<file path="src/rtl/bbs_pkg.sv">
// shared types, constants and the channel blend function of the bilinear scaler
// no dependencies; every other file refers to it by scoped names
package bbs_pkg;

  localparam int MAX_WIDTH  = 1024;
  localparam int MAX_HEIGHT = 1024;

  localparam int COL_W    = $clog2(MAX_WIDTH);
  localparam int ROW_W    = $clog2(MAX_HEIGHT);
  localparam int ADDR_W   = $clog2(MAX_WIDTH * MAX_HEIGHT);
  localparam int COORD_W  = 10;
  localparam int SIZE_W   = 11;
  localparam int PIX_W    = 32;
  localparam int FRAC_SH  = 16;
  localparam int FRAC_W   = 8;
  localparam int STEP_W   = SIZE_W + FRAC_SH;
  localparam int POS_W    = COORD_W + STEP_W;
  localparam int INT_W    = POS_W - FRAC_SH;
  localparam int CH_W     = 8;
  localparam int NUM_CH   = PIX_W / CH_W;
  localparam int CFG_IDX_W = 3;
  localparam int DIV_CNT_W = $clog2(STEP_W + 1);
  localparam int FIFO_DEPTH = 4;
  localparam int FIFO_PTR_W = $clog2(FIFO_DEPTH);

  localparam logic [SIZE_W-1:0] SIZE_RST   = SIZE_W'(1024);
  localparam logic [SIZE_W-1:0] MAX_W_SIZE = SIZE_W'(MAX_WIDTH);
  localparam logic [SIZE_W-1:0] MAX_H_SIZE = SIZE_W'(MAX_HEIGHT);
  localparam logic [STEP_W-1:0] STEP_RST   = STEP_W'(65536);
  localparam logic [DIV_CNT_W-1:0] DIV_LAST = DIV_CNT_W'(STEP_W);

  typedef enum logic [0:0] {
    OP_STORE   = 1'b0,
    OP_COMPUTE = 1'b1
  } op_e;

  typedef enum logic [CFG_IDX_W-1:0] {
    REG_SRC_W = 3'd0,
    REG_SRC_H = 3'd1,
    REG_TGT_W = 3'd2,
    REG_TGT_H = 3'd3
  } cfg_reg_e;

  typedef enum logic [1:0] {
    DIV_IDLE,
    DIV_COL,
    DIV_ROW
  } div_state_e;

  typedef enum logic [1:0] {
    JOB_STORE,
    JOB_ERR,
    JOB_PIXEL
  } job_kind_e;

  typedef enum logic [1:0] {
    PH_P00 = 2'd0,
    PH_P01 = 2'd1,
    PH_P10 = 2'd2,
    PH_P11 = 2'd3
  } phase_e;

  typedef struct packed {
    logic                op;
    logic [COORD_W-1:0]  source_col;
    logic [COORD_W-1:0]  source_row;
    logic [PIX_W-1:0]    source_pixel;
    logic [COORD_W-1:0]  target_col;
    logic [COORD_W-1:0]  target_row;
  } in_t;

  typedef struct packed {
    logic [PIX_W-1:0] scaled_pixel;
    logic             coord_error;
  } out_t;

  typedef struct packed {
    logic              busy;
    logic [STEP_W-1:0] col_step;
    logic [STEP_W-1:0] row_step;
    logic [SIZE_W-1:0] src_w;
    logic [SIZE_W-1:0] src_h;
    logic [SIZE_W-1:0] tgt_w;
    logic [SIZE_W-1:0] tgt_h;
  } cfg_t;

  typedef struct packed {
    job_kind_e         kind;
    logic [COL_W-1:0]  col0;
    logic [ROW_W-1:0]  row0;
    logic [COL_W-1:0]  col1;
    logic [ROW_W-1:0]  row1;
    logic [FRAC_W-1:0] fx;
    logic [FRAC_W-1:0] fy;
    logic [PIX_W-1:0]  pixel;
  } job_t;

  function automatic logic [ADDR_W-1:0] make_addr(logic [COL_W-1:0] col,
                                                  logic [ROW_W-1:0] row);
    return ADDR_W'(int'(row) * MAX_WIDTH + int'(col));
  endfunction

  // a + floor((b - a) * f / 256) with an arithmetic shift doing the floor
  function automatic logic [CH_W-1:0] blend8(logic [CH_W-1:0] a, logic [CH_W-1:0] b,
                                             logic [FRAC_W-1:0] f);
    logic signed [CH_W:0]       diff;
    logic signed [CH_W+FRAC_W+1:0] prod;
    logic signed [CH_W+FRAC_W+1:0] quo;
    logic signed [CH_W+1:0]     sum;
    diff = $signed({1'b0, b}) - $signed({1'b0, a});
    prod = (CH_W+FRAC_W+2)'(diff) * (CH_W+FRAC_W+2)'($signed({1'b0, f}));
    quo  = prod >>> FRAC_W;
    sum  = $signed({2'b00, a}) + quo[CH_W+1:0];
    return sum[CH_W-1:0];
  endfunction

endpackage

</file>
<file path="src/rtl/bbs_fifo.sv">
// short job queue between front and back end
// depends on bbs_pkg
module bbs_fifo (
  input  logic           clk_i,
  input  logic           rst_ni,
  input  logic           push_i,
  input  bbs_pkg::job_t  push_job_i,
  output logic           full_o,
  input  logic           pop_i,
  output logic           valid_o,
  output bbs_pkg::job_t  pop_job_o
);

  bbs_pkg::job_t                 mem_q [bbs_pkg::FIFO_DEPTH];
  logic [bbs_pkg::FIFO_PTR_W-1:0] wr_q, rd_q;
  logic [bbs_pkg::FIFO_PTR_W:0]   cnt_q;
  logic                           do_pop;

  assign full_o    = cnt_q == (bbs_pkg::FIFO_PTR_W+1)'(bbs_pkg::FIFO_DEPTH);
  assign valid_o   = cnt_q != '0;
  assign pop_job_o = mem_q[rd_q];
  assign do_pop    = pop_i && valid_o;

  always_ff @(posedge clk_i or negedge rst_ni) begin
    if (!rst_ni) begin
      wr_q  <= '0;
      rd_q  <= '0;
      cnt_q <= '0;
    end else begin
      if (push_i) wr_q <= wr_q + bbs_pkg::FIFO_PTR_W'(1);
      if (do_pop) rd_q <= rd_q + bbs_pkg::FIFO_PTR_W'(1);
      if (push_i && !do_pop) begin
        cnt_q <= cnt_q + (bbs_pkg::FIFO_PTR_W+1)'(1);
      end else if (do_pop && !push_i) begin
        cnt_q <= cnt_q - (bbs_pkg::FIFO_PTR_W+1)'(1);
      end
    end
  end

  always_ff @(posedge clk_i) begin
    if (push_i) mem_q[wr_q] <= push_job_i;
  end

endmodule

</file>
<file path="config.mk">
export PLATFORM = sky130hd
export DESIGN_NAME = bbs_fifo
export DESIGN_NICKNAME = d
export VERILOG_FILES = /design/src/rtl/bbs_pkg.sv /design/src/rtl/bbs_fifo.sv
export SDC_FILE = /design/constraint.sdc
export NUM_CORES = 1
export LEC_CHECK = 0
export BUFFER_PORTS_ARGS = -buffer_cell sky130_fd_sc_hd__buf_2
export CAP_MARGIN = 20
export CORE_MARGIN = 4
export CORE_UTILIZATION = 50
export DETAILED_ROUTE_END_ITERATION = 16
export GPL_TIMING_DRIVEN = 0
export PLACE_DENSITY = 0.75
export SLEW_MARGIN = 20
export SYNTH_ARGS = -nofsm -noshare
export SYNTH_HDL_FRONTEND = slang
export SYNTH_SLANG_ARGS = --single-unit
</file>
<file path="constraint.sdc">
create_clock -name clk_i -period 2.94 [get_ports clk_i]
set_input_delay 0.147 -clock clk_i [delete_from_list [all_inputs] [get_ports clk_i]]
set_output_delay 0.147 -clock clk_i [all_outputs]
set_load 0.005 [all_outputs]
</file>
==> results.py <==
metrics = {
    "outcome": {
        "outcome": "finished, final reports clean",
    },
    "final_layout": {
        "final_cell_area_mm2": 0.01709,
        "final_cell_mix": "edfxtp_1, buf_2, dlygate4sd3_1",
        "num_antenna_cells": 0,
        "area_growth_pct": 27.63,
        "final_common_cell": "edfxtp_1",
        "num-fill-cells": 1655,
        "drive_gt1_share_pct": 42.12,
        "nNetsFinal": 927,
    },
    "floorplan": {
        "dieArea_mm2": 0.02946,
        "initial_core_util_pct": 51.09,
        "fp.coreArea_mm2": 0.02621,
        "fp.dieW_um": 171.6,
        "die_y_um": 171.6,
        "pin_count": 186,
        "rows": 59,
    },
    "drt": {
        "drtAntennaViolNets": 0,
        "vias": 6355,
        "viasPerCell": 5.331,
        "drtIter0Drc": 457,
        "firstDrtPassIters": 4,
        "wl_per_cell_um": 21.65,
        "drc_errors": 0,
        "drt-total-wl_um": 25810,
    },
    "worst_setup_path": {
        "startpoint_type": "flop",
        "r2r_slack_ns": 0.72,
        "reg2reg_from": "cnt_q[0]",
        "crit_required_ns": 3.37,
        "arrival_ns": 2.64,
        "crit_fanout": 4,
        "ff2ff_path_depth": 8,
        "crit_path_end_kind": "flop",
        "rr_endpoint": "cnt_q[2]",
        "critPathKind": "flop to flop",
    },
    "global_routing": {
        "antenna_found_initial": 0,
        "grt_pass1_wl_um": 39820,
        "grt-ovfl-total": 0,
        "grt_pass1_vias": 7085,
        "track_usage_pct": 17.71,
        "grt_max_degree": 50,
    },
    "timing": {
        "fin_tns_setup_ns": 0,
        "timing.final.crit_share_pct": 75.46,
        "maxSlewViolCount": 0,
        "tightest_slew_ns": 0.7519,
        "max_freq_mhz": 450.7,
        "layout_min_cycle_time_ns": 2.219,
        "setup_viol": 0,
        "relSlewSlack_pct": 49.88,
        "finalHoldViolCount": 0,
        "skew_ns": 0.008765,
        "grt_setup_unrepaired": "false",
        "whs_ns": 0.3845,
    },
    "power": {
        "power_density_mw_per_mm2": 962.7,
        "p_int_mw": 12.08,
        "vdd_drop_max_v": 0.0007386,
        "switching_share_pct": 26.55,
        "p_leak_nw": 5.964,
        "combPwrFrac_pct": 27.4,
        "power_frac_seq_pct": 43.0,
        "power.total_mw": 16.45,
        "p_clk_share_pct": 29.6,
        "switchingPower_mw": 4.368,
    },
    "cts": {
        "clock_sinks": 367,
        "cts_tree": "done",
        "cts.repair.resized": 0,
        "cts_buffers": 38,
        "cts_root_buf": "clkbuf_16",
        "cts_max_level": 2,
        "clockBufferDepth": 3,
        "clk_pin_slew_ns": 0.06,
        "worstSkewPairLatency_ns": 0.51,
    },
    "placed_design": {
        "place.detailed.hpwl_um": 15040,
        "placed_cell_area_mm2": 0.01485,
        "io_buffers": 185,
        "place.gp.congestion": 0.7134,
    },
    "hold_path": {
        "worstHoldEndpoint": "mem_q[3][6]",
        "min_path_cells": 2,
        "min-delay-start": "push_job_i[6]",
        "min_path_type": "input pin to flop",
    },
    "yosys": {
        "yosysWarnings": 0,
        "synth.yosys.seq_area_share_pct": 82.05,
        "syn-num-nets": 604,
        "syn_area_mm2": 0.01339,
        "yosysUniqueCellTypes": 19,
        "ys_ff_latch": 367,
        "avgSynthCellArea_um2": 26.57,
        "synthCells": 504,
    },
    "run": {
        "drv_cap": 0,
    },
}
logic make-up (layout without fill, tap and decap cells):
family	after synthesis	in the layout	synth area share [%]
muxes	91	91	15.22
buffers and inverters	23	376	1.271
AOI/OAI and AO/OA	1	1	0.03734
adders and majority gates	6	6	0.6168
xor gates and xnor gates	6	6	0.3926
DFF	367	367	82.05
and+or+nand+nor	10	10	0.4112
area by class of cell:
class / count / area (um2) / share of cell area, %
Clock buffer: 45 / 1041 / 6.092
Sequential cell: 367 / 10990 / 64.28
Tap cell: 335 / 419.2 / 2.453
Timing Repair Buffer: 283 / 1977 / 11.57
Buffer: 20 / 158.9 / 0.9299
Multi-Input combinational cell: 114 / 2243 / 13.13
Inverter: 3 / 11.26 / 0.06590
Clock inverter: 25 / 252.7 / 1.479
flip-flops by register name, indices dropped and copies added, names as in the netlist:
| signal | cells |
|---|---|
| cnt_q | 3 |
| mem_q | 360 |
| rd_q | 2 |
| wr_q | 2 |
metal layers:
layer,track usage (%),share of wire (%),vias up
li1,-,-,2824
met1,23.06,40,3281
met2,30.62,53,215
met3,3.884,6.1,35
met4,4.719,1.8,0
met5,0,0,-
cell usage after synthesis:
cell type | number | area (um2)
buf_6 | 9 | 101.4
edfxtp_1 | 360 | 10810
or3_1 | 1 | 6.260
o21ai_0 | 1 | 5.000
mux4_2 | 90 | 2027
inv_1 | 3 | 11.26
and2_1 | 4 | 25.02
nor3b_1 | 1 | 7.510
buf_2 | 10 | 50.05
nand2_1 | 2 | 7.510
nand3_1 | 1 | 5.000
buf_4 | 1 | 7.510
xnor2_1 | 3 | 26.28
ha_1 | 5 | 62.56
mux2_2 | 1 | 11.26
nor2_1 | 1 | 3.750
xor2_1 | 3 | 26.28
dfrtp_1 | 7 | 175.2
fa_1 | 1 | 20.02
timing repair:
| item | 4_1_cts | 5_1_grt |
|---|---|---|
| hold buffers | 94 | 0 |
| endpoints found under the hold margin | 371 | 0 |
| setup buffers | 0 | 0 |
worst max path at each step:
stage	cells past startpoint	from	slack (ns)	endpoint
3_3_place_gp	3	wr_q[0]	0.005	mem_q[0][33]
2_1_floorplan	3	wr_q[0]	0.77	mem_q[2][0]
5_1_grt	8	cnt_q[0]	0.63	cnt_q[2]
3_5_place_dp	8	cnt_q[0]	0.76	cnt_q[2]
6_report	8	cnt_q[0]	0.72	cnt_q[2]
4_1_cts	4	rd_q[1]	0.68	pop_job_o[37]
power groups by stage:
stage	Sequential, mW	Combinational [mW]	Clock, mW
6_report	7.08	4.51	4.87
5_1_grt	7.15	4.94	5.20
4_1_cts	7.08	4.65	4.96
3_5_place_dp	7.18	4.52	0
3_3_place_gp	7.18	4.32	0
2_1_floorplan	7.12	2.73	0
through the flow:
step | setup slack [ns] | utilization [%] | instances
floorplan | 0.7686 | - | 504
global placement | 0.005395 | 56.24 | 1024
detailed placement | 0.7633 | 56.68 | 1028
CTS | 0.6788 | 65.21 | 1192
global route | 0.6334 | 65.21 | 1192
finish | 0.7214 | 65.21 | 1192
worst max-delay path, cell delays in order, from the launching register on:
cell     delay, ns
dfrtp_1       0.45
or3_1         0.44
nand2_1       0.12
ha_1          0.20
inv_1         0.06
fa_1          0.38
xor2_1        0.18
nor2_1        0.12
xor2_1        0.18
(Power assumes the default switching activity.)
