**src/rtl/bbs_pkg.sv**
```systemverilog
// shared types, constants and the channel blend function of the bilinear scaler
// no dependencies; every other file refers to it by scoped names
package bbs_pkg;

  localparam int MAX_WIDTH  = 1024;
  localparam int MAX_HEIGHT = 1024;

  localparam int COL_W    = $clog2(MAX_WIDTH);
  localparam int ROW_W    = $clog2(MAX_HEIGHT);
  localparam int ADDR_W   = $clog2(MAX_WIDTH * MAX_HEIGHT);
  localparam int COORD_W  = 10;
  localparam int SIZE_W   = 11;
  localparam int PIX_W    = 32;
  localparam int FRAC_SH  = 16;
  localparam int FRAC_W   = 8;
  localparam int STEP_W   = SIZE_W + FRAC_SH;
  localparam int POS_W    = COORD_W + STEP_W;
  localparam int INT_W    = POS_W - FRAC_SH;
  localparam int CH_W     = 8;
  localparam int NUM_CH   = PIX_W / CH_W;
  localparam int CFG_IDX_W = 3;
  localparam int DIV_CNT_W = $clog2(STEP_W + 1);
  localparam int FIFO_DEPTH = 4;
  localparam int FIFO_PTR_W = $clog2(FIFO_DEPTH);

  localparam logic [SIZE_W-1:0] SIZE_RST   = SIZE_W'(1024);
  localparam logic [SIZE_W-1:0] MAX_W_SIZE = SIZE_W'(MAX_WIDTH);
  localparam logic [SIZE_W-1:0] MAX_H_SIZE = SIZE_W'(MAX_HEIGHT);
  localparam logic [STEP_W-1:0] STEP_RST   = STEP_W'(65536);
  localparam logic [DIV_CNT_W-1:0] DIV_LAST = DIV_CNT_W'(STEP_W);

  typedef enum logic [0:0] {
    OP_STORE   = 1'b0,
    OP_COMPUTE = 1'b1
  } op_e;

  typedef enum logic [CFG_IDX_W-1:0] {
    REG_SRC_W = 3'd0,
    REG_SRC_H = 3'd1,
    REG_TGT_W = 3'd2,
    REG_TGT_H = 3'd3
  } cfg_reg_e;

  typedef enum logic [1:0] {
    DIV_IDLE,
    DIV_COL,
    DIV_ROW
  } div_state_e;

  typedef enum logic [1:0] {
    JOB_STORE,
    JOB_ERR,
    JOB_PIXEL
  } job_kind_e;

  typedef enum logic [1:0] {
    PH_P00 = 2'd0,
    PH_P01 = 2'd1,
    PH_P10 = 2'd2,
    PH_P11 = 2'd3
  } phase_e;

  typedef struct packed {
    logic                op;
    logic [COORD_W-1:0]  source_col;
    logic [COORD_W-1:0]  source_row;
    logic [PIX_W-1:0]    source_pixel;
    logic [COORD_W-1:0]  target_col;
    logic [COORD_W-1:0]  target_row;
  } in_t;

  typedef struct packed {
    logic [PIX_W-1:0] scaled_pixel;
    logic             coord_error;
  } out_t;

  typedef struct packed {
    logic              busy;
    logic [STEP_W-1:0] col_step;
    logic [STEP_W-1:0] row_step;
    logic [SIZE_W-1:0] src_w;
    logic [SIZE_W-1:0] src_h;
    logic [SIZE_W-1:0] tgt_w;
    logic [SIZE_W-1:0] tgt_h;
  } cfg_t;

  typedef struct packed {
    job_kind_e         kind;
    logic [COL_W-1:0]  col0;
    logic [ROW_W-1:0]  row0;
    logic [COL_W-1:0]  col1;
    logic [ROW_W-1:0]  row1;
    logic [FRAC_W-1:0] fx;
    logic [FRAC_W-1:0] fy;
    logic [PIX_W-1:0]  pixel;
  } job_t;

  function automatic logic [ADDR_W-1:0] make_addr(logic [COL_W-1:0] col,
                                                  logic [ROW_W-1:0] row);
    return ADDR_W'(int'(row) * MAX_WIDTH + int'(col));
  endfunction

  // a + floor((b - a) * f / 256) with an arithmetic shift doing the floor
  function automatic logic [CH_W-1:0] blend8(logic [CH_W-1:0] a, logic [CH_W-1:0] b,
                                             logic [FRAC_W-1:0] f);
    logic signed [CH_W:0]       diff;
    logic signed [CH_W+FRAC_W+1:0] prod;
    logic signed [CH_W+FRAC_W+1:0] quo;
    logic signed [CH_W+1:0]     sum;
    diff = $signed({1'b0, b}) - $signed({1'b0, a});
    prod = (CH_W+FRAC_W+2)'(diff) * (CH_W+FRAC_W+2)'($signed({1'b0, f}));
    quo  = prod >>> FRAC_W;
    sum  = $signed({2'b00, a}) + quo[CH_W+1:0];
    return sum[CH_W-1:0];
  endfunction

endpackage

```
**src/rtl/bbs_front.sv**
```systemverilog
// front end: accepts beats, maps destination coordinates to source neighbors
// and pushes store, error or pixel jobs, dropping stores outside the frame store; depends on bbs_pkg
module bbs_front (
  input  logic           clk_i,
  input  logic           rst_ni,
  input  logic           in_valid_i,
  output logic           in_ready_o,
  input  bbs_pkg::in_t   in_data_i,
  input  bbs_pkg::cfg_t  cfg_i,
  input  logic           full_i,
  output logic           push_o,
  output bbs_pkg::job_t  push_job_o
);

  logic                       a_valid_q;
  bbs_pkg::in_t               a_data_q;
  logic                       a_err_q;
  logic [bbs_pkg::POS_W-1:0]  a_px_q, a_py_q;
  logic [bbs_pkg::POS_W-1:0]  px_d, py_d;
  logic                       err_d, accept, drop, leave, is_compute;
  logic [bbs_pkg::INT_W-1:0]  sx_full, sy_full;
  logic [bbs_pkg::SIZE_W-1:0] sx_lim, sy_lim, sx_c, sy_c, sx_n, sy_n;

  assign px_d = {{(bbs_pkg::POS_W-bbs_pkg::COORD_W){1'b0}}, in_data_i.target_col}
              * {{bbs_pkg::COORD_W{1'b0}}, cfg_i.col_step};
  assign py_d = {{(bbs_pkg::POS_W-bbs_pkg::COORD_W){1'b0}}, in_data_i.target_row}
              * {{bbs_pkg::COORD_W{1'b0}}, cfg_i.row_step};
  assign err_d = {1'b0, in_data_i.target_col} >= cfg_i.tgt_w ||
                 {1'b0, in_data_i.target_row} >= cfg_i.tgt_h;

  assign is_compute = a_data_q.op == bbs_pkg::OP_COMPUTE;
  assign drop  = a_valid_q && !is_compute &&
                 (int'(a_data_q.source_col) >= bbs_pkg::MAX_WIDTH ||
                  int'(a_data_q.source_row) >= bbs_pkg::MAX_HEIGHT);
  assign leave = a_valid_q && (drop || !full_i);
  assign push_o = a_valid_q && !drop && !full_i;

  assign in_ready_o = !cfg_i.busy && (!a_valid_q || leave);
  assign accept     = in_valid_i && in_ready_o;

  always_ff @(posedge clk_i or negedge rst_ni) begin
    if (!rst_ni) begin
      a_valid_q <= 1'b0;
    end else if (accept) begin
      a_valid_q <= 1'b1;
    end else if (leave) begin
      a_valid_q <= 1'b0;
    end
  end

  always_ff @(posedge clk_i) begin
    if (accept) begin
      a_data_q <= in_data_i;
      a_err_q  <= err_d;
      a_px_q   <= px_d;
      a_py_q   <= py_d;
    end
  end

  // clamp to the last column/row, next neighbor clamped the same way
  always_comb begin
    sx_full = a_px_q[bbs_pkg::POS_W-1:bbs_pkg::FRAC_SH];
    sy_full = a_py_q[bbs_pkg::POS_W-1:bbs_pkg::FRAC_SH];
    sx_lim  = cfg_i.src_w - bbs_pkg::SIZE_W'(1);
    sy_lim  = cfg_i.src_h - bbs_pkg::SIZE_W'(1);
    sx_c = (sx_full > {{(bbs_pkg::INT_W-bbs_pkg::SIZE_W){1'b0}}, sx_lim}) ?
           sx_lim : sx_full[bbs_pkg::SIZE_W-1:0];
    sy_c = (sy_full > {{(bbs_pkg::INT_W-bbs_pkg::SIZE_W){1'b0}}, sy_lim}) ?
           sy_lim : sy_full[bbs_pkg::SIZE_W-1:0];
    sx_n = ({1'b0, sx_c} + 12'd1 < {1'b0, sx_lim}) ? sx_c + bbs_pkg::SIZE_W'(1) : sx_lim;
    sy_n = ({1'b0, sy_c} + 12'd1 < {1'b0, sy_lim}) ? sy_c + bbs_pkg::SIZE_W'(1) : sy_lim;
  end

  always_comb begin
    push_job_o.pixel = a_data_q.source_pixel;
    push_job_o.fx    = a_px_q[bbs_pkg::FRAC_SH-1 -: bbs_pkg::FRAC_W];
    push_job_o.fy    = a_py_q[bbs_pkg::FRAC_SH-1 -: bbs_pkg::FRAC_W];
    push_job_o.col1  = sx_n[bbs_pkg::COL_W-1:0];
    push_job_o.row1  = sy_n[bbs_pkg::ROW_W-1:0];
    if (!is_compute) begin
      push_job_o.kind = bbs_pkg::JOB_STORE;
      push_job_o.col0 = bbs_pkg::COL_W'(a_data_q.source_col);
      push_job_o.row0 = bbs_pkg::ROW_W'(a_data_q.source_row);
    end else begin
      push_job_o.kind = a_err_q ? bbs_pkg::JOB_ERR : bbs_pkg::JOB_PIXEL;
      push_job_o.col0 = sx_c[bbs_pkg::COL_W-1:0];
      push_job_o.row0 = sy_c[bbs_pkg::ROW_W-1:0];
    end
  end

endmodule

```
**config.mk**
```make
export PLATFORM = sky130hd
export DESIGN_NAME = bbs_front
export DESIGN_NICKNAME = d
export VERILOG_FILES = /design/src/rtl/bbs_pkg.sv /design/src/rtl/bbs_front.sv
export SDC_FILE = /design/constraint.sdc
export NUM_CORES = 1
export LEC_CHECK = 0
export ABC_AREA = 0
export BUFFER_PORTS_ARGS = -buffer_cell sky130_fd_sc_hd__buf_2
export CAP_MARGIN = 20
export CORE_ASPECT_RATIO = 0.75
export CORE_UTILIZATION = 40
export CTS_CLUSTER_SIZE = 28
export DETAILED_ROUTE_END_ITERATION = 7
export MAX_ROUTING_LAYER = met4
export PLACE_DENSITY = 0.61
export SYNTH_ARGS = -nofsm -noshare
export SYNTH_HDL_FRONTEND = slang
export SYNTH_SLANG_ARGS = --single-unit
```
**constraint.sdc**
```tcl
create_clock -name clk_i -period 24.3 [get_ports clk_i]
set_clock_uncertainty 0.05 [all_clocks]
set_input_delay 4.86 -clock clk_i [delete_from_list [all_inputs] [get_ports clk_i]]
set_output_delay 4.86 -clock clk_i [all_outputs]
set_load 0.05 [all_outputs]
```
==> results.txt <==
Once detailed placement completed, the half-perimeter wirelength came to about 47000 um. The clock tree synthesis step divided the H-tree into 4 levels. The total number of yosys warnings is 0. Buffers placed on the I/O ports in this run total approximately 270. For this run, the detailed router's first-pass iteration total came to 6. The highest-delay cell along the critical path is sky130_fd_sc_hd__or2_1. The signed area change from the synthesized netlist to the final layout came out at 9.08%.

In this run the horizontal extent of the chip is about 280 um. The largest buffer count on any clock path is 2. The routed via count came out at 16991.

TritonCTS built the clock tree. The startpoint identified for the worst hold timing path is a_valid_q$_DFFE_PN0P_. The endpoint with the worst hold slack is a_valid_q$_DFFE_PN0P_. The longest individual stage delay on the worst path is about 0.81 ns. The worst flop-to-flop path startpoint is a_valid_q$_DFFE_PN0P_. The post-layout net count is about 3400.

The share of synthesized flip-flops with an asynchronous set or reset is 0.00885. The flip-flop and latch count after synthesis came out at about 110. For this block, the routed nets add up to 59300 um of wire. Data on the critical path is required at its endpoint by approximately 19 ns.

The count of final hold-check violations was 0. The number of clock buffers inserted by TritonCTS came out at 17. The count of buffering cells on the critical path with inverters included is 3.

The floorplan has 75 rows. The fill cell instance count of the final layout is between 5000 and 6000. After layout, the design draws a total of between 2 and 3 mW. The fraction of the yosys area taken by sequential cells came out at 0.148. The shortest clock period the worst path allows after layout came out at around 17 ns. For the worst flop-to-flop path, the logic depth is 3. The placement-stage worst setup slack came out at approximately 7.4 ns.

The via count of the first global-routing pass is 18159. The boundary pin count is 268. By startpoint and endpoint, the worst setup path is classified as input pin to output port. The layout cell share with drive strength beyond 1 came out at 0.133. For flop-to-flop paths, the worst setup slack is around 22 ns. The number of antenna violations at the first check in global routing was 3. The worst setup path is captured at an output port. In this run the critical register-to-register path is captured at a_py_q[34]$_DFFE_PP_. The worst vdd rail ir drop is 0.0638 mV.

Setup slack on the critical path of the routed design comes to about 7.3 ns. The mapped cell area is between 20000 and 25000 sq um. The worst slew slack as a fraction of its limit came out at 0.283. The achievable clock frequency came out at about 59 MHz. The clock transition time at the flip-flop clock pins of the worst setup and hold paths came out at roughly 0.05 ns.

Ranked by total cell area, the synthesized netlist is headed by sky130_fd_sc_hd__fa_1 (35%), sky130_fd_sc_hd__edfxtp_1 (15%), sky130_fd_sc_hd__ha_1 (11%), sky130_fd_sc_hd__inv_1 (7.2%), sky130_fd_sc_hd__and2_1 (6.5%). The floorplan die area came out at 58100 sq um. Synthesis handed over a netlist of between 2000 and 2500 instances. The final count of negative-setup-slack endpoints came out at 0. Global routing finished with a remaining overflow of 0.

Of the available clock period, the critical path in the final layout requires 0.700. For this configuration, the core starts out at a cell density of 0.406. The die is roughly 210 um tall. The flow ran to the end, and the final reports show no timing, DRC or antenna violations. The post-detailed-placement cell area is 24300 sq um. After synthesis, the most frequently instantiated cells are sky130_fd_sc_hd__inv_1 (439), sky130_fd_sc_hd__fa_1 (394), sky130_fd_sc_hd__nand2_1 (354), sky130_fd_sc_hd__and2_1 (239), sky130_fd_sc_hd__ha_1 (199). sky130_fd_sc_hd__fa_1 takes more of the synthesized area than any other cell. The finished cells cover between 20000 and 25000 sq um. The final core utilization came out at 0.443. The number of distinct library cell variants in the gate-level netlist after synthesis came out at 76. The kind of cell with the highest combined delay along the critical path is simple AND/OR/NAND/NOR gates.

After floorplanning, the core was sized to cover between 50000 and 60000 sq um. The count of unresolved DRC violations after routing is 0. The number of enable flip-flop cells after synthesis is 112. The number of hold-repair buffers added at the cts stage is 0. The later pin in the worst-skew pair is clocked with a latency of between 0.4 and 0.5 ns. The overall fraction of global-route tracks in use came out at 0.220. The cell sitting at the root of the clock tree is a sky130_fd_sc_hd__clkbuf_16. The clock sink count is 113. The starting DRC count in detailed routing is 988. Among all flip-flop cells after synthesis, the most frequent one is sky130_fd_sc_hd__edfxtp_1. The number of slew-limit violations in the final report came out at 0.

Synthesis produced a netlist with a net count of ~3200. Along the worst hold path, the cell count comes to 1. Setup repair after global routing left no endpoint under its margin.

The data arrival time at the worst-slack endpoint is between 10 and 15 ns. Yosys instantiated no cell more often than sky130_fd_sc_hd__inv_1. The sum of negative setup slack is 0 ns. The analysis attributes to cell leakage a power of between 10 and 15 nW.

The maximum number of pins on one net before global-route repair came out at between 50 and 60. The remaining antenna violation count came out at 0. The top fanout value on the critical path came out at 27. The placer congestion estimate came out at just over 0.9. The count of maximum capacitance violations is 0. The per-cell via count in the routed design came out at 5.10. The count of buffers added by post-CTS timing repair for setup is 0. The launching element type of the critical path is an input pin. The type of the tightest min-delay check is register to register. Post-CTS repair changed the size of 0 cells. The wire length per cell is ~18 um. The average size of a mapped cell came out at around 9.3 sq um. The share of the synthesized area in the top cell type is 0.345. The pin slew with the least headroom to its limit came out at between 1 and 1.5 ns. The areal power density over the cells came out at ~110 nW/um^2.

The wire length of the first global-routing pass is ~96000 um.
## worst max-delay path by stage
stage              start             end  slack [ns]  depth (start not counted)
2_1_floorplan  cfg_i[22]  push_job_o[48]        8.29                         27
3_3_place_gp   cfg_i[33]  push_job_o[66]        7.45                         30
3_5_place_dp   cfg_i[33]  push_job_o[66]        7.41                         30
4_1_cts        cfg_i[33]  push_job_o[66]        7.38                         30
5_1_grt        cfg_i[33]  push_job_o[66]        6.69                         30
6_report       cfg_i[33]  push_job_o[66]        7.29                         30
## sequential cells by signal, summed over array words and instances, names as in the netlist
name,flops
a_data_q,20
is_compute,1
a_valid_q,1
push_job_o,32
a_py_q,29
a_px_q,29
a_err_q,1
## power by group
group	internal [mW]	switching (mW)	total, mW
logic	0.864	1.21	2.07
clock network	0.161	0.0914	0.252
registers	0.386	0.0420	0.428
total	1.41	1.34	2.75
## logic make-up after synthesis
group / after synthesis / share of synthesized area
xor gates and xnor gates: 85 / 0.0329
DFF: 113 / 0.148
adders and majority gates: 593 / 0.454
buffers and inverters: 602 / 0.107
and+or+nand+nor: 821 / 0.177
AOI/OAI and AO/OA: 199 / 0.0590
muxes: 44 / 0.0217
## metal layers
metal / vias up / global-route usage / wire length (um) / part of all wire
met3: 65 / 0.0473 / 4010 / 0.068
met4: 0 / 0.0533 / 926 / 0.016
met2: 547 / 0.329 / 25900 / 0.44
met5: - / - / 0 / 0
li1: 7847 / - / - / -
met1: 8532 / 0.303 / 28500 / 0.48
## layout by cell type (no fill, tap or decap), types with 18 or more instances in the layout
cell,Yosys,final
sky130_fd_sc_hd__ha_1,199,199
sky130_fd_sc_hd__inv_1,439,439
sky130_fd_sc_hd__nor3_1,29,29
sky130_fd_sc_hd__nand2_1,354,354
sky130_fd_sc_hd__a21oi_1,52,52
sky130_fd_sc_hd__and2_1,239,238
sky130_fd_sc_hd__edfxtp_1,112,112
sky130_fd_sc_hd__buf_2,3,267
sky130_fd_sc_hd__fa_1,394,394
sky130_fd_sc_hd__o21a_1,25,25
sky130_fd_sc_hd__xnor2_1,55,55
sky130_fd_sc_hd__a21o_1,18,18
sky130_fd_sc_hd__mux2i_1,21,21
sky130_fd_sc_hd__nand3_1,31,31
sky130_fd_sc_hd__o21ai_0,40,40
sky130_fd_sc_hd__nor2_1,86,86
sky130_fd_sc_hd__xor2_1,29,29
## per-stage QoR
| step | cells | hold slack, ns |
|---|---|---|
| finish | 3330 | 0.453 |
| global route | 3330 | 0.489 |
| CTS | 3327 | 0.459 |
| detailed placement | 3295 | 0.447 |
| global placement | 3295 | 0.440 |
| floorplan | 2457 | 0.414 |
## cell type report
cell class                 instances  area, sq um  area share
multi-input combinational       1742        17000       0.683
clock buffer                      23          488      0.0196
sequential                       113         3390       0.136
inverter                         440         1650      0.0663
tap                              731          915      0.0367
antenna                            3         7.51    0.000301
clock inverter                     9          106     0.00427
timing repair buffer             269         1350      0.0542
No activity file was read; power rests on OpenSTA's default activity.
