===== src/rtl/bbs_pkg.sv =====
// shared types, constants and the channel blend function of the bilinear scaler
// no dependencies; every other file refers to it by scoped names
package bbs_pkg;

  localparam int MAX_WIDTH  = 1024;
  localparam int MAX_HEIGHT = 1024;

  localparam int COL_W    = $clog2(MAX_WIDTH);
  localparam int ROW_W    = $clog2(MAX_HEIGHT);
  localparam int ADDR_W   = $clog2(MAX_WIDTH * MAX_HEIGHT);
  localparam int COORD_W  = 10;
  localparam int SIZE_W   = 11;
  localparam int PIX_W    = 32;
  localparam int FRAC_SH  = 16;
  localparam int FRAC_W   = 8;
  localparam int STEP_W   = SIZE_W + FRAC_SH;
  localparam int POS_W    = COORD_W + STEP_W;
  localparam int INT_W    = POS_W - FRAC_SH;
  localparam int CH_W     = 8;
  localparam int NUM_CH   = PIX_W / CH_W;
  localparam int CFG_IDX_W = 3;
  localparam int DIV_CNT_W = $clog2(STEP_W + 1);
  localparam int FIFO_DEPTH = 4;
  localparam int FIFO_PTR_W = $clog2(FIFO_DEPTH);

  localparam logic [SIZE_W-1:0] SIZE_RST   = SIZE_W'(1024);
  localparam logic [SIZE_W-1:0] MAX_W_SIZE = SIZE_W'(MAX_WIDTH);
  localparam logic [SIZE_W-1:0] MAX_H_SIZE = SIZE_W'(MAX_HEIGHT);
  localparam logic [STEP_W-1:0] STEP_RST   = STEP_W'(65536);
  localparam logic [DIV_CNT_W-1:0] DIV_LAST = DIV_CNT_W'(STEP_W);

  typedef enum logic [0:0] {
    OP_STORE   = 1'b0,
    OP_COMPUTE = 1'b1
  } op_e;

  typedef enum logic [CFG_IDX_W-1:0] {
    REG_SRC_W = 3'd0,
    REG_SRC_H = 3'd1,
    REG_TGT_W = 3'd2,
    REG_TGT_H = 3'd3
  } cfg_reg_e;

  typedef enum logic [1:0] {
    DIV_IDLE,
    DIV_COL,
    DIV_ROW
  } div_state_e;

  typedef enum logic [1:0] {
    JOB_STORE,
    JOB_ERR,
    JOB_PIXEL
  } job_kind_e;

  typedef enum logic [1:0] {
    PH_P00 = 2'd0,
    PH_P01 = 2'd1,
    PH_P10 = 2'd2,
    PH_P11 = 2'd3
  } phase_e;

  typedef struct packed {
    logic                op;
    logic [COORD_W-1:0]  source_col;
    logic [COORD_W-1:0]  source_row;
    logic [PIX_W-1:0]    source_pixel;
    logic [COORD_W-1:0]  target_col;
    logic [COORD_W-1:0]  target_row;
  } in_t;

  typedef struct packed {
    logic [PIX_W-1:0] scaled_pixel;
    logic             coord_error;
  } out_t;

  typedef struct packed {
    logic              busy;
    logic [STEP_W-1:0] col_step;
    logic [STEP_W-1:0] row_step;
    logic [SIZE_W-1:0] src_w;
    logic [SIZE_W-1:0] src_h;
    logic [SIZE_W-1:0] tgt_w;
    logic [SIZE_W-1:0] tgt_h;
  } cfg_t;

  typedef struct packed {
    job_kind_e         kind;
    logic [COL_W-1:0]  col0;
    logic [ROW_W-1:0]  row0;
    logic [COL_W-1:0]  col1;
    logic [ROW_W-1:0]  row1;
    logic [FRAC_W-1:0] fx;
    logic [FRAC_W-1:0] fy;
    logic [PIX_W-1:0]  pixel;
  } job_t;

  function automatic logic [ADDR_W-1:0] make_addr(logic [COL_W-1:0] col,
                                                  logic [ROW_W-1:0] row);
    return ADDR_W'(int'(row) * MAX_WIDTH + int'(col));
  endfunction

  // a + floor((b - a) * f / 256) with an arithmetic shift doing the floor
  function automatic logic [CH_W-1:0] blend8(logic [CH_W-1:0] a, logic [CH_W-1:0] b,
                                             logic [FRAC_W-1:0] f);
    logic signed [CH_W:0]       diff;
    logic signed [CH_W+FRAC_W+1:0] prod;
    logic signed [CH_W+FRAC_W+1:0] quo;
    logic signed [CH_W+1:0]     sum;
    diff = $signed({1'b0, b}) - $signed({1'b0, a});
    prod = (CH_W+FRAC_W+2)'(diff) * (CH_W+FRAC_W+2)'($signed({1'b0, f}));
    quo  = prod >>> FRAC_W;
    sum  = $signed({2'b00, a}) + quo[CH_W+1:0];
    return sum[CH_W-1:0];
  endfunction

endpackage


===== src/rtl/bbs_cfg.sv =====
// size registers and the shared bit-serial divider that derives the 11.16 steps
// depends on bbs_pkg
module bbs_cfg (
  input  logic                           clk_i,
  input  logic                           rst_ni,
  input  logic                           cfg_we_i,
  input  logic [bbs_pkg::CFG_IDX_W-1:0]  cfg_idx_i,
  input  logic [bbs_pkg::SIZE_W-1:0]     cfg_data_i,
  output bbs_pkg::cfg_t                  cfg_o
);

  logic [bbs_pkg::SIZE_W-1:0] src_w_q, src_h_q, tgt_w_q, tgt_h_q;
  logic [bbs_pkg::SIZE_W-1:0] sw, sh;
  logic [bbs_pkg::STEP_W-1:0] col_step_q, row_step_q;
  logic [bbs_pkg::STEP_W-1:0] num_q, quo_q, quo_d;
  logic [bbs_pkg::SIZE_W-1:0] den_q;
  logic [bbs_pkg::SIZE_W:0]   rem_q, rem_d, rem_sh;
  logic [bbs_pkg::DIV_CNT_W-1:0] cnt_q;
  bbs_pkg::div_state_e state_q, state_d;
  logic hit, active, load, finish;

  assign hit = cfg_we_i && (cfg_idx_i == bbs_pkg::REG_SRC_W || cfg_idx_i == bbs_pkg::REG_SRC_H ||
                            cfg_idx_i == bbs_pkg::REG_TGT_W || cfg_idx_i == bbs_pkg::REG_TGT_H);

  always_comb begin
    sw = src_w_q;
    if (src_w_q == '0) begin
      sw = bbs_pkg::SIZE_W'(1);
    end else if (src_w_q > bbs_pkg::MAX_W_SIZE) begin
      sw = bbs_pkg::MAX_W_SIZE;
    end
    sh = src_h_q;
    if (src_h_q == '0) begin
      sh = bbs_pkg::SIZE_W'(1);
    end else if (src_h_q > bbs_pkg::MAX_H_SIZE) begin
      sh = bbs_pkg::MAX_H_SIZE;
    end
  end

  always_ff @(posedge clk_i or negedge rst_ni) begin
    if (!rst_ni) begin
      src_w_q <= bbs_pkg::SIZE_RST;
      src_h_q <= bbs_pkg::SIZE_RST;
      tgt_w_q <= bbs_pkg::SIZE_RST;
      tgt_h_q <= bbs_pkg::SIZE_RST;
    end else if (cfg_we_i) begin
      case (cfg_idx_i)
        bbs_pkg::REG_SRC_W: src_w_q <= cfg_data_i;
        bbs_pkg::REG_SRC_H: src_h_q <= cfg_data_i;
        bbs_pkg::REG_TGT_W: tgt_w_q <= cfg_data_i;
        bbs_pkg::REG_TGT_H: tgt_h_q <= cfg_data_i;
        default: ;
      endcase
    end
  end

  // next state
  always_comb begin
    state_d = state_q;
    case (state_q)
      bbs_pkg::DIV_IDLE: if (hit) state_d = bbs_pkg::DIV_COL;
      bbs_pkg::DIV_COL: begin
        if (hit) state_d = bbs_pkg::DIV_COL;
        else if (cnt_q == bbs_pkg::DIV_LAST) state_d = bbs_pkg::DIV_ROW;
      end
      bbs_pkg::DIV_ROW: begin
        if (hit) state_d = bbs_pkg::DIV_COL;
        else if (cnt_q == bbs_pkg::DIV_LAST) state_d = bbs_pkg::DIV_IDLE;
      end
      default: state_d = bbs_pkg::DIV_IDLE;
    endcase
  end

  // fsm outputs
  always_comb begin
    active = 1'b0;
    load   = 1'b0;
    finish = 1'b0;
    case (state_q)
      bbs_pkg::DIV_COL, bbs_pkg::DIV_ROW: begin
        active = !hit;
        load   = !hit && cnt_q == '0;
        finish = !hit && cnt_q == bbs_pkg::DIV_LAST;
      end
      default: ;
    endcase
  end

  // one quotient bit per cycle
  always_comb begin
    rem_sh = {rem_q[bbs_pkg::SIZE_W-1:0], num_q[bbs_pkg::STEP_W-1]};
    rem_d  = rem_sh;
    quo_d  = {quo_q[bbs_pkg::STEP_W-2:0], 1'b0};
    if (rem_sh >= {1'b0, den_q}) begin
      rem_d  = rem_sh - {1'b0, den_q};
      quo_d  = {quo_q[bbs_pkg::STEP_W-2:0], 1'b1};
    end
  end

  always_ff @(posedge clk_i or negedge rst_ni) begin
    if (!rst_ni) begin
      state_q    <= bbs_pkg::DIV_IDLE;
      cnt_q      <= '0;
      col_step_q <= bbs_pkg::STEP_RST;
      row_step_q <= bbs_pkg::STEP_RST;
    end else begin
      state_q <= state_d;
      if (hit || finish) begin
        cnt_q <= '0;
      end else if (active) begin
        cnt_q <= cnt_q + bbs_pkg::DIV_CNT_W'(1);
      end
      if (finish && state_q == bbs_pkg::DIV_COL) begin
        col_step_q <= (den_q == '0) ? '0 : quo_d;
      end
      if (finish && state_q == bbs_pkg::DIV_ROW) begin
        row_step_q <= (den_q == '0) ? '0 : quo_d;
      end
    end
  end

  always_ff @(posedge clk_i) begin
    if (load) begin
      rem_q <= '0;
      quo_q <= '0;
      if (state_q == bbs_pkg::DIV_COL) begin
        num_q <= {sw, {bbs_pkg::FRAC_SH{1'b0}}};
        den_q <= tgt_w_q;
      end else begin
        num_q <= {sh, {bbs_pkg::FRAC_SH{1'b0}}};
        den_q <= tgt_h_q;
      end
    end else if (active) begin
      rem_q <= rem_d;
      quo_q <= quo_d;
      num_q <= {num_q[bbs_pkg::STEP_W-2:0], 1'b0};
    end
  end

  assign cfg_o.busy     = state_q != bbs_pkg::DIV_IDLE;
  assign cfg_o.col_step = col_step_q;
  assign cfg_o.row_step = row_step_q;
  assign cfg_o.src_w    = sw;
  assign cfg_o.src_h    = sh;
  assign cfg_o.tgt_w    = tgt_w_q;
  assign cfg_o.tgt_h    = tgt_h_q;

endmodule


===== config.mk =====
export PLATFORM = sky130hd
export DESIGN_NAME = bbs_cfg
export DESIGN_NICKNAME = d
export VERILOG_FILES = /design/src/rtl/bbs_pkg.sv /design/src/rtl/bbs_cfg.sv
export SDC_FILE = /design/constraint.sdc
export NUM_CORES = 1
export LEC_CHECK = 0
export CAP_MARGIN = 30
export CORE_MARGIN = 3
export CORE_UTILIZATION = 57
export DETAILED_ROUTE_END_ITERATION = 10
export DONT_BUFFER_PORTS = 1
export PLACE_DENSITY = 0.75
export RECOVER_POWER = 50
export SLEW_MARGIN = 20
export SYNTH_ARGS = -nofsm -noshare
export SYNTH_HDL_FRONTEND = slang
export SYNTH_SLANG_ARGS = --single-unit

===== constraint.sdc =====
create_clock -name clk_i -period 2.35 [get_ports clk_i]
set_input_delay 0.1175 -clock clk_i [delete_from_list [all_inputs] [get_ports clk_i]]
set_output_delay 0.1175 -clock clk_i [all_outputs]
set_load 0.005 [all_outputs]

==> flow_metrics.py, run 1 <==
metrics = {
    "run_status": {
        "status": "complete, but fails checks",
        "violations": "hold timing",
    },
    "routing": {
        "wl_met2_mm": 7.58,
        "top_layer_used": "met4",
        "num_vias": 5136,
        "drc": 0,
        "drtAntennaViolNets": 0,
        "wl_mm": 15.8,
        "drt-initial-drc-count": 373,
        "dr_wl_met3_mm": 1.22,
        "wl_per_cell_um": 18.3,
        "avgViaCountPerCell": 5.93,
        "drtPass1Iterations": 5,
        "wl_met1_mm": 6.56,
    },
    "clock_tree": {
        "insertion_delay_ps": 430,
        "clk_transition_reported_paths_ps": 70,
        "clock_sinks": 164,
        "cts_hold_buf": 11,
        "numCtsBuffers": 17,
        "htree_levels": 4,
        "cts-root-buf": "clkbuf_16",
        "cts_tree": "done",
        "cts_max_path_buffers": 2,
    },
    "synth": {
        "syn_inst": 672,
        "synthAdderAreaFrac_pct": 3.22,
        "syn_area_sq_um": 7230,
        "syn_avg_cell_area_sq_um": 10.8,
        "ys_async_sr_fraction_pct": 64.0,
        "ys_seq_area_share_pct": 55.8,
        "synthFlopType": "dfrtp_1",
        "synth_cell_types": 55,
        "synth-warning-count": 0,
        "synth.area.mux_share_pct": 9.11,
        "syn-num-nets": 707,
        "synth_top_family_by_area": "compound AO/OA/AOI/OAI gates",
        "yosys.area_share.simple_pct": 13.5,
        "ys_ff_latch": 164,
        "synth_compound_area_share_pct": 14.0,
        "synthXorXnorAreaFrac_pct": 0.606,
        "synth_edf_count": 22,
    },
    "sta": {
        "period_share_pct": 97.4,
        "finalSetupViolCount": 0,
        "fmax_mhz": 437,
        "skew_ps": 11.0,
        "slew_viol_final": 0,
        "hold_violations": 105,
        "tightest_slew_ps": 757,
        "finalCriticalPeriod_ps": 2290,
        "hold_ws_ps": -613,
        "fin_ws_ps": 60.0,
        "relSlewSlack_pct": 49.4,
    },
    "setup_path": {
        "crit_fanout": 4,
        "end_kind": "register",
        "rrSetupSlack_ps": 60,
        "startpoint_type": "register",
        "cp.arrival_ps": 2600,
        "r2r_cells": 9,
        "cp_data_required_time_ps": 2660,
        "path_class": "register to register",
    },
    "cells_and_area": {
        "syn_to_final_growth_pct": 13.2,
        "layout-drive-gt1-share_pct": 18.6,
        "diodes": 0,
        "final_common_cell": "nand2_1",
        "finalInstanceArea_sq_um": 8180,
        "final_cell_mix": "nand2_1 (118), dfrtp_1 (99), o21ai_0 (67)",
        "final_nets": 720,
    },
    "floorplan": {
        "die_area_sq_um": 14100,
        "dieHeight_um": 119,
        "start_util_pct": 59.2,
        "fp.coreArea_sq_um": 12200,
        "fp.dieW_um": 119,
        "ios": 116,
        "placementRows": 40,
    },
    "power": {
        "powerDensity_nw_per_um2": 1160,
        "leakage_nw": 3.41,
        "peakVddDrop_mv": 0.727,
    },
    "global_route": {
        "grt_usage_pct": 22.9,
        "grt_max_degree": 106,
        "overflow": 0,
        "antenna_found_initial": 0,
        "grt_pass1_vias": 5129,
        "grt_pass1_wl_mm": 26.0,
    },
    "placement": {
        "post_dp_cell_area_sq_um": 7410,
        "gp_congestion": 0.850,
        "dp_slack_ps": -11.6,
        "dpl.hpwl_mm": 10.8,
        "io_buffer_count": 0,
    },
    "min_path": {
        "hp-class": "primary input to async pin",
    },
    "job": {
        "maxCapViolCount": 0,
    },
}
## logic make-up (layout without fill, tap and decap cells)
family / Yosys count / in the layout
AO/OA/AOI/OAI: 154 / 154
AND/OR/NAND/NOR: 209 / 209
flip-flops: 164 / 164
adder cells (fa/ha/maj): 18 / 18
buffers and inverters: 63 / 89
XOR/XNOR: 5 / 5
multiplexers: 59 / 59
## critical path, stage by stage, from the launching register on
cell and delay (ps):
edfxtp_1 430, ha_4 190, fa_2 370, nand2b_4 160
a21o_4 220, a21oi_4 190, o311ai_4 140, buf_4 170
a211oi_1 210, o21ai_1 100
## path summary, 6_finish.rpt
check / from / endpoint
max in group asynchronous: rst_ni / tgt_h_q[10]
setup reg to reg: den_q[0] / rem_q[10]
hold reg to reg: quo_q[25] / row_step_q[26]
min in group clk_i: cfg_idx_i[0] / src_w_q[0]
setup / recovery: den_q[0] / rem_q[10]
hold / removal: rst_ni / row_step_q[2]
## per-stage QoR
| step | hold WS (ps) | std cells | total power (W) | setup TNS [ps] | utilization, % |
|---|---|---|---|---|---|
| detailed placement | -173 | 818 | 0.00658 | -11.6 | 60.7 |
| CTS | -631 | 861 | 0.00940 | 0 | 66.5 |
| global placement | -173 | 818 | 0.00648 | 0 | 60.7 |
| global route | -638 | 866 | 0.0100 | -17.2 | 67.0 |
| finish | -613 | 866 | 0.00948 | 0 | 67.0 |
| floorplan | -178 | 672 | 0.00591 | 0 | - |
## final cells by class
cell class,instances,area (sq um)
Sequential cell,164,4040
Fill cell,951,4030
Multi-Input combinational cell,445,2980
Clock buffer,19,454
Timing Repair Buffer,34,272
Tap cell,168,210
Clock inverter,13,138
Inverter,23,86.3
## flip-flops by register name, summed over array words and instances, names as in the netlist
name        count
state_q         2
tgt_h_q        11
src_h_q        11
quo_q          26
cnt_q           5
num_q          11
src_w_q        11
tgt_w_q        11
col_step_q     27
rem_q          11
den_q          11
row_step_q     27
## cells in the mapped netlist, types with 3 or more instances
cell type | n | share of area (%)
a21oi_1 | 14 | 0.97
a22o_1 | 25 | 3.0
nand4_1 | 10 | 0.87
and3_1 | 3 | 0.26
and2_1 | 5 | 0.43
a22oi_1 | 9 | 0.93
o21ai_0 | 67 | 4.6
nor3_1 | 7 | 0.48
xnor2_1 | 3 | 0.36
ha_1 | 17 | 2.9
o211ai_1 | 4 | 0.42
o311ai_1 | 4 | 0.48
nor4_1 | 6 | 0.52
dfrtp_1 | 99 | 34
o31ai_1 | 3 | 0.31
dfstp_2 | 6 | 2.2
inv_1 | 22 | 1.1
nor2_1 | 18 | 0.93
edfxtp_1 | 22 | 9.1
o21ai_1 | 12 | 0.83
dfxtp_1 | 37 | 10
nand3_1 | 8 | 0.55
nand2b_1 | 3 | 0.26
nand2_1 | 118 | 6.1
clkbuf_1 | 21 | 1.1
a211oi_1 | 3 | 0.31
buf_2 | 17 | 1.2
nor2b_1 | 18 | 1.6
mux2_2 | 54 | 8.4
mux2i_1 | 5 | 0.69
## power by group
group	internal [W]	switching, W
combinational	0.00125	0.00165
clock	0.00156	0.00118
sequential	0.00344	0.000410
## timing repair
item / in CTS / in global routing
setup buffers: 0 / 5
endpoints found under the setup margin: 1 / 12
resized for setup: 2 / 5
pin swaps: 0 / 7
endpoints found under the hold margin: 149 / 105
## routing by layer
layer / global-route usage [%] / up-vias
met5: 0 / -
met4: 10.1 / 0
met3: 7.37 / 43
met2: 36.8 / 219
met1: 28.5 / 2469
li1: - / 2405
No activity file was read; power rests on OpenSTA's default activity.
==> inputs of run 2 (changes only) <==
Settings changed: ABC_AREA set to 1.
==> run 2 against run 1 <==
The flow still finishes with violations (hold timing). Largest power group unchanged. Combinational power rose by 36%. Wire length up 6.7%. Clock power grew 2%. Critical endpoint unchanged.
==> flow_metrics.py, run 2 <==
metrics = {
    "global_route": {
        "antenna_found_initial": 0,
        "grt_max_degree": 106,
        "grt.met1_usage_pct": 31.7,
        "grt_pass1_vias": 5614,
        "overflow": 0,
        "grt_usage_pct": 24.0,
        "grt_pass1_wl_mm": 28.1,
        "grt_util_met2_pct": 37.3,
        "grt.busiest_layer": "met2",
        "grtUsageMet3_pct": 8.67,
    },
    "cells_and_area": {
        "fill_cells": 1041,
        "syn_to_final_growth_pct": 10.5,
        "diodes": 0,
        "multi_input_area_sq_um": 2890,
        "fin_util_pct": 65.4,
        "top_regs": "col_step_q: 27 flops, row_step_q: 27 flops, quo_q: 26 flops",
        "final_cell_mix": "nand2_1 (255), inv_1 (116), nor2_1 (104)",
        "regArea_sq_um": 4040,
        "layout-drive-gt1-share_pct": 6.40,
        "final_nets": 975,
        "final_common_cell": "nand2_1",
    },
    "power": {
        "power_w": 0.0109,
        "peakVddDrop_mv": 0.662,
        "powerDensity_nw_per_um2": 1300,
        "leakage_nw": 4.19,
    },
    "synth": {
        "synthFlopType": "dfrtp_1",
        "synth.most_common_cell": "nand2_1",
        "ys_seq_area_share_pct": 53.2,
        "yosys.area_share.simple_pct": 23.1,
        "syn-num-nets": 975,
        "syn_area_sq_um": 7590,
        "synth-warning-count": 0,
        "synth_cell_types": 40,
        "synth_top_family_by_area": "simple AND/OR/NAND/NOR gates",
        "syn_avg_cell_area_sq_um": 8.07,
        "synth_edf_count": 22,
        "synth.area.mux_share_pct": 0,
        "synth_top_area_cell": "dfrtp_1",
        "syn_inst": 940,
        "ys_ff_latch": 164,
        "yosys.area.top_type_share_pct": 32.6,
        "ys_async_sr_fraction_pct": 64.0,
        "synthXorXnorAreaFrac_pct": 0.346,
        "synth_common_cells": "nand2_1 (255), inv_1 (116), nor2_1 (103), dfrtp_1 (99), o21ai_0 (88)",
        "synth.area.top_cells": "dfrtp_1 (33%), nand2_1 (13%), dfxtp_1 (9.8%)",
        "synthAdderAreaFrac_pct": 3.07,
        "synth_compound_area_share_pct": 11.7,
    },
    "placement": {
        "dp_slack_ps": 342,
        "gp_congestion": 0.884,
        "io_buffer_count": 0,
        "dpl.hpwl_mm": 11.4,
    },
    "routing": {
        "drtPass1Iterations": 5,
        "avgViaCountPerCell": 5.33,
        "drtAntennaViolNets": 0,
        "drt-initial-drc-count": 481,
        "wl_mm": 16.9,
        "wl_per_cell_um": 15.0,
        "num_vias": 5994,
        "drc": 0,
    },
    "clock_tree": {
        "cts_hold_buf": 11,
        "cts_tree": "done",
        "clk_transition_reported_paths_ps": 70,
        "cts-root-buf": "clkbuf_16",
        "post-cts-setup-buffer-count": 0,
        "cts_max_path_buffers": 2,
        "insertion_delay_ps": 430,
        "numCtsBuffers": 17,
        "cts_resized": 0,
        "htree_levels": 4,
        "clock_sinks": 164,
    },
    "setup_path": {
        "rrSetupSlack_ps": 290,
        "critPathMostFrequentCell": "nand2_1",
        "path_class": "register to register",
        "crit_fanout": 18,
        "crit_end": "rem_q[10]",
        "startpoint_type": "register",
        "critPathLaunch": "den_q[0]",
        "cp_cell_sequence": "ha_1, fa_1, inv_1, nand3_1, nand3_1, nand2_1, nand3_4, nand2_1, a21oi_1, nand2_1, nand2_1",
        "worstReg2RegEnd": "rem_q[10]",
        "crit_path_max_incr_delay_ps": 400,
        "end_kind": "register",
        "cp.arrival_ps": 2430,
        "r2r_cells": 11,
        "critPathSlowestCell": "edfxtp_1",
        "rr_startpoint": "den_q[0]",
        "cp_data_required_time_ps": 2720,
    },
    "sta": {
        "period_share_pct": 87.7,
        "rsz0062_at_grt": "false",
        "fmax_mhz": 485,
        "skew_ps": 12.4,
        "hold_violations": 105,
        "finalCriticalPeriod_ps": 2060,
        "hold_ws_ps": -608,
        "fin_setup_tns_ps": 0,
        "slew_viol_final": 0,
        "relSlewSlack_pct": 38.8,
        "finalSetupViolCount": 0,
        "tightest_slew_ps": 914,
        "fin_ws_ps": 290,
    },
    "floorplan": {
        "dieHeight_um": 121,
        "fp.coreArea_sq_um": 12800,
        "die_area_sq_um": 14700,
        "ios": 116,
        "fp.dieW_um": 121,
        "placementRows": 41,
        "start_util_pct": 59.2,
    },
    "job": {
        "maxCapViolCount": 0,
    },
    "min_path": {
        "hp-class": "primary input to async pin",
    },
    "run_status": {
        "violations": "hold timing",
        "status": "complete, but fails checks",
    },
}
## run 2: cell types whose count changed in the layout (fill, tap and decap cells not counted), sizes merged, moves of 7 or more
cell and delta:
buf -9, a22oi -9, nand2 +140, nand3 +30
nor2b -18, a21oi +7, mux2 -54, nor2 +87
o21ai +66, inv +93, a22o -25
## run 2: through the flow
stage / instances / cell area (sq um) / hold slack, ps
3_5_place_dp: 1082 / 7680 / -171
6_report: 1125 / 8390 / -608
3_3_place_gp: 1082 / 7680 / -175
4_1_cts: 1125 / 8390 / -627
5_1_grt: 1125 / 8390 / -629
2_1_floorplan: 940 / 7590 / -178
## run 2: area by class of cell
class	instances	area share, %
sequential	164	48.1
multi-input combinational	616	34.5
clock buffer	20	5.45
inverter	119	5.36
tap	172	2.57
timing repair buffer	22	2.30
clock inverter	12	1.70
## run 2: worst min path at each step
stage                     endpoint  cells after the start  slack, ps
floorplan                 cnt_q[0]                      0       -180
global placement        tgt_h_q[7]                      0       -180
detailed placement   row_step_q[1]                      0       -170
CTS                  col_step_q[2]                      0       -630
global route         col_step_q[0]                      0       -630
finish              col_step_q[25]                      0       -610
## run 2: cell families after synthesis
| group | count (synthesis) |
|---|---|
| AOI/OAI and AO/OA | 173 |
| xor gates and xnor gates | 3 |
| adders and majority gates | 18 |
| buffers and inverters | 160 |
| DFF | 164 |
| and+or+nand+nor | 422 |
## run 2: report_power, final
group,switching [W],leakage (nW),internal (W)
clock,0.00116,0.297,0.00164
sequential,0.000497,1.90,0.00370
combinational,0.00261,1.99,0.00134
## run 2: routing by layer
metal | up-vias | wire length, um
met3 | 22 | 1550
met4 | 0 | 232
met2 | 220 | 7760
li1 | 2983 | -
met1 | 2769 | 7360
met5 | - | 0
## run 2: worst max-delay path: cells and delay by family, from the launching register on
kind	cells	cell delay [ps]
buffers and inverters	1	90
flip-flops	1	400
AND/OR/NAND/NOR	7	730
AO/OA/AOI/OAI	1	150
adder cells (fa/ha/maj)	2	630
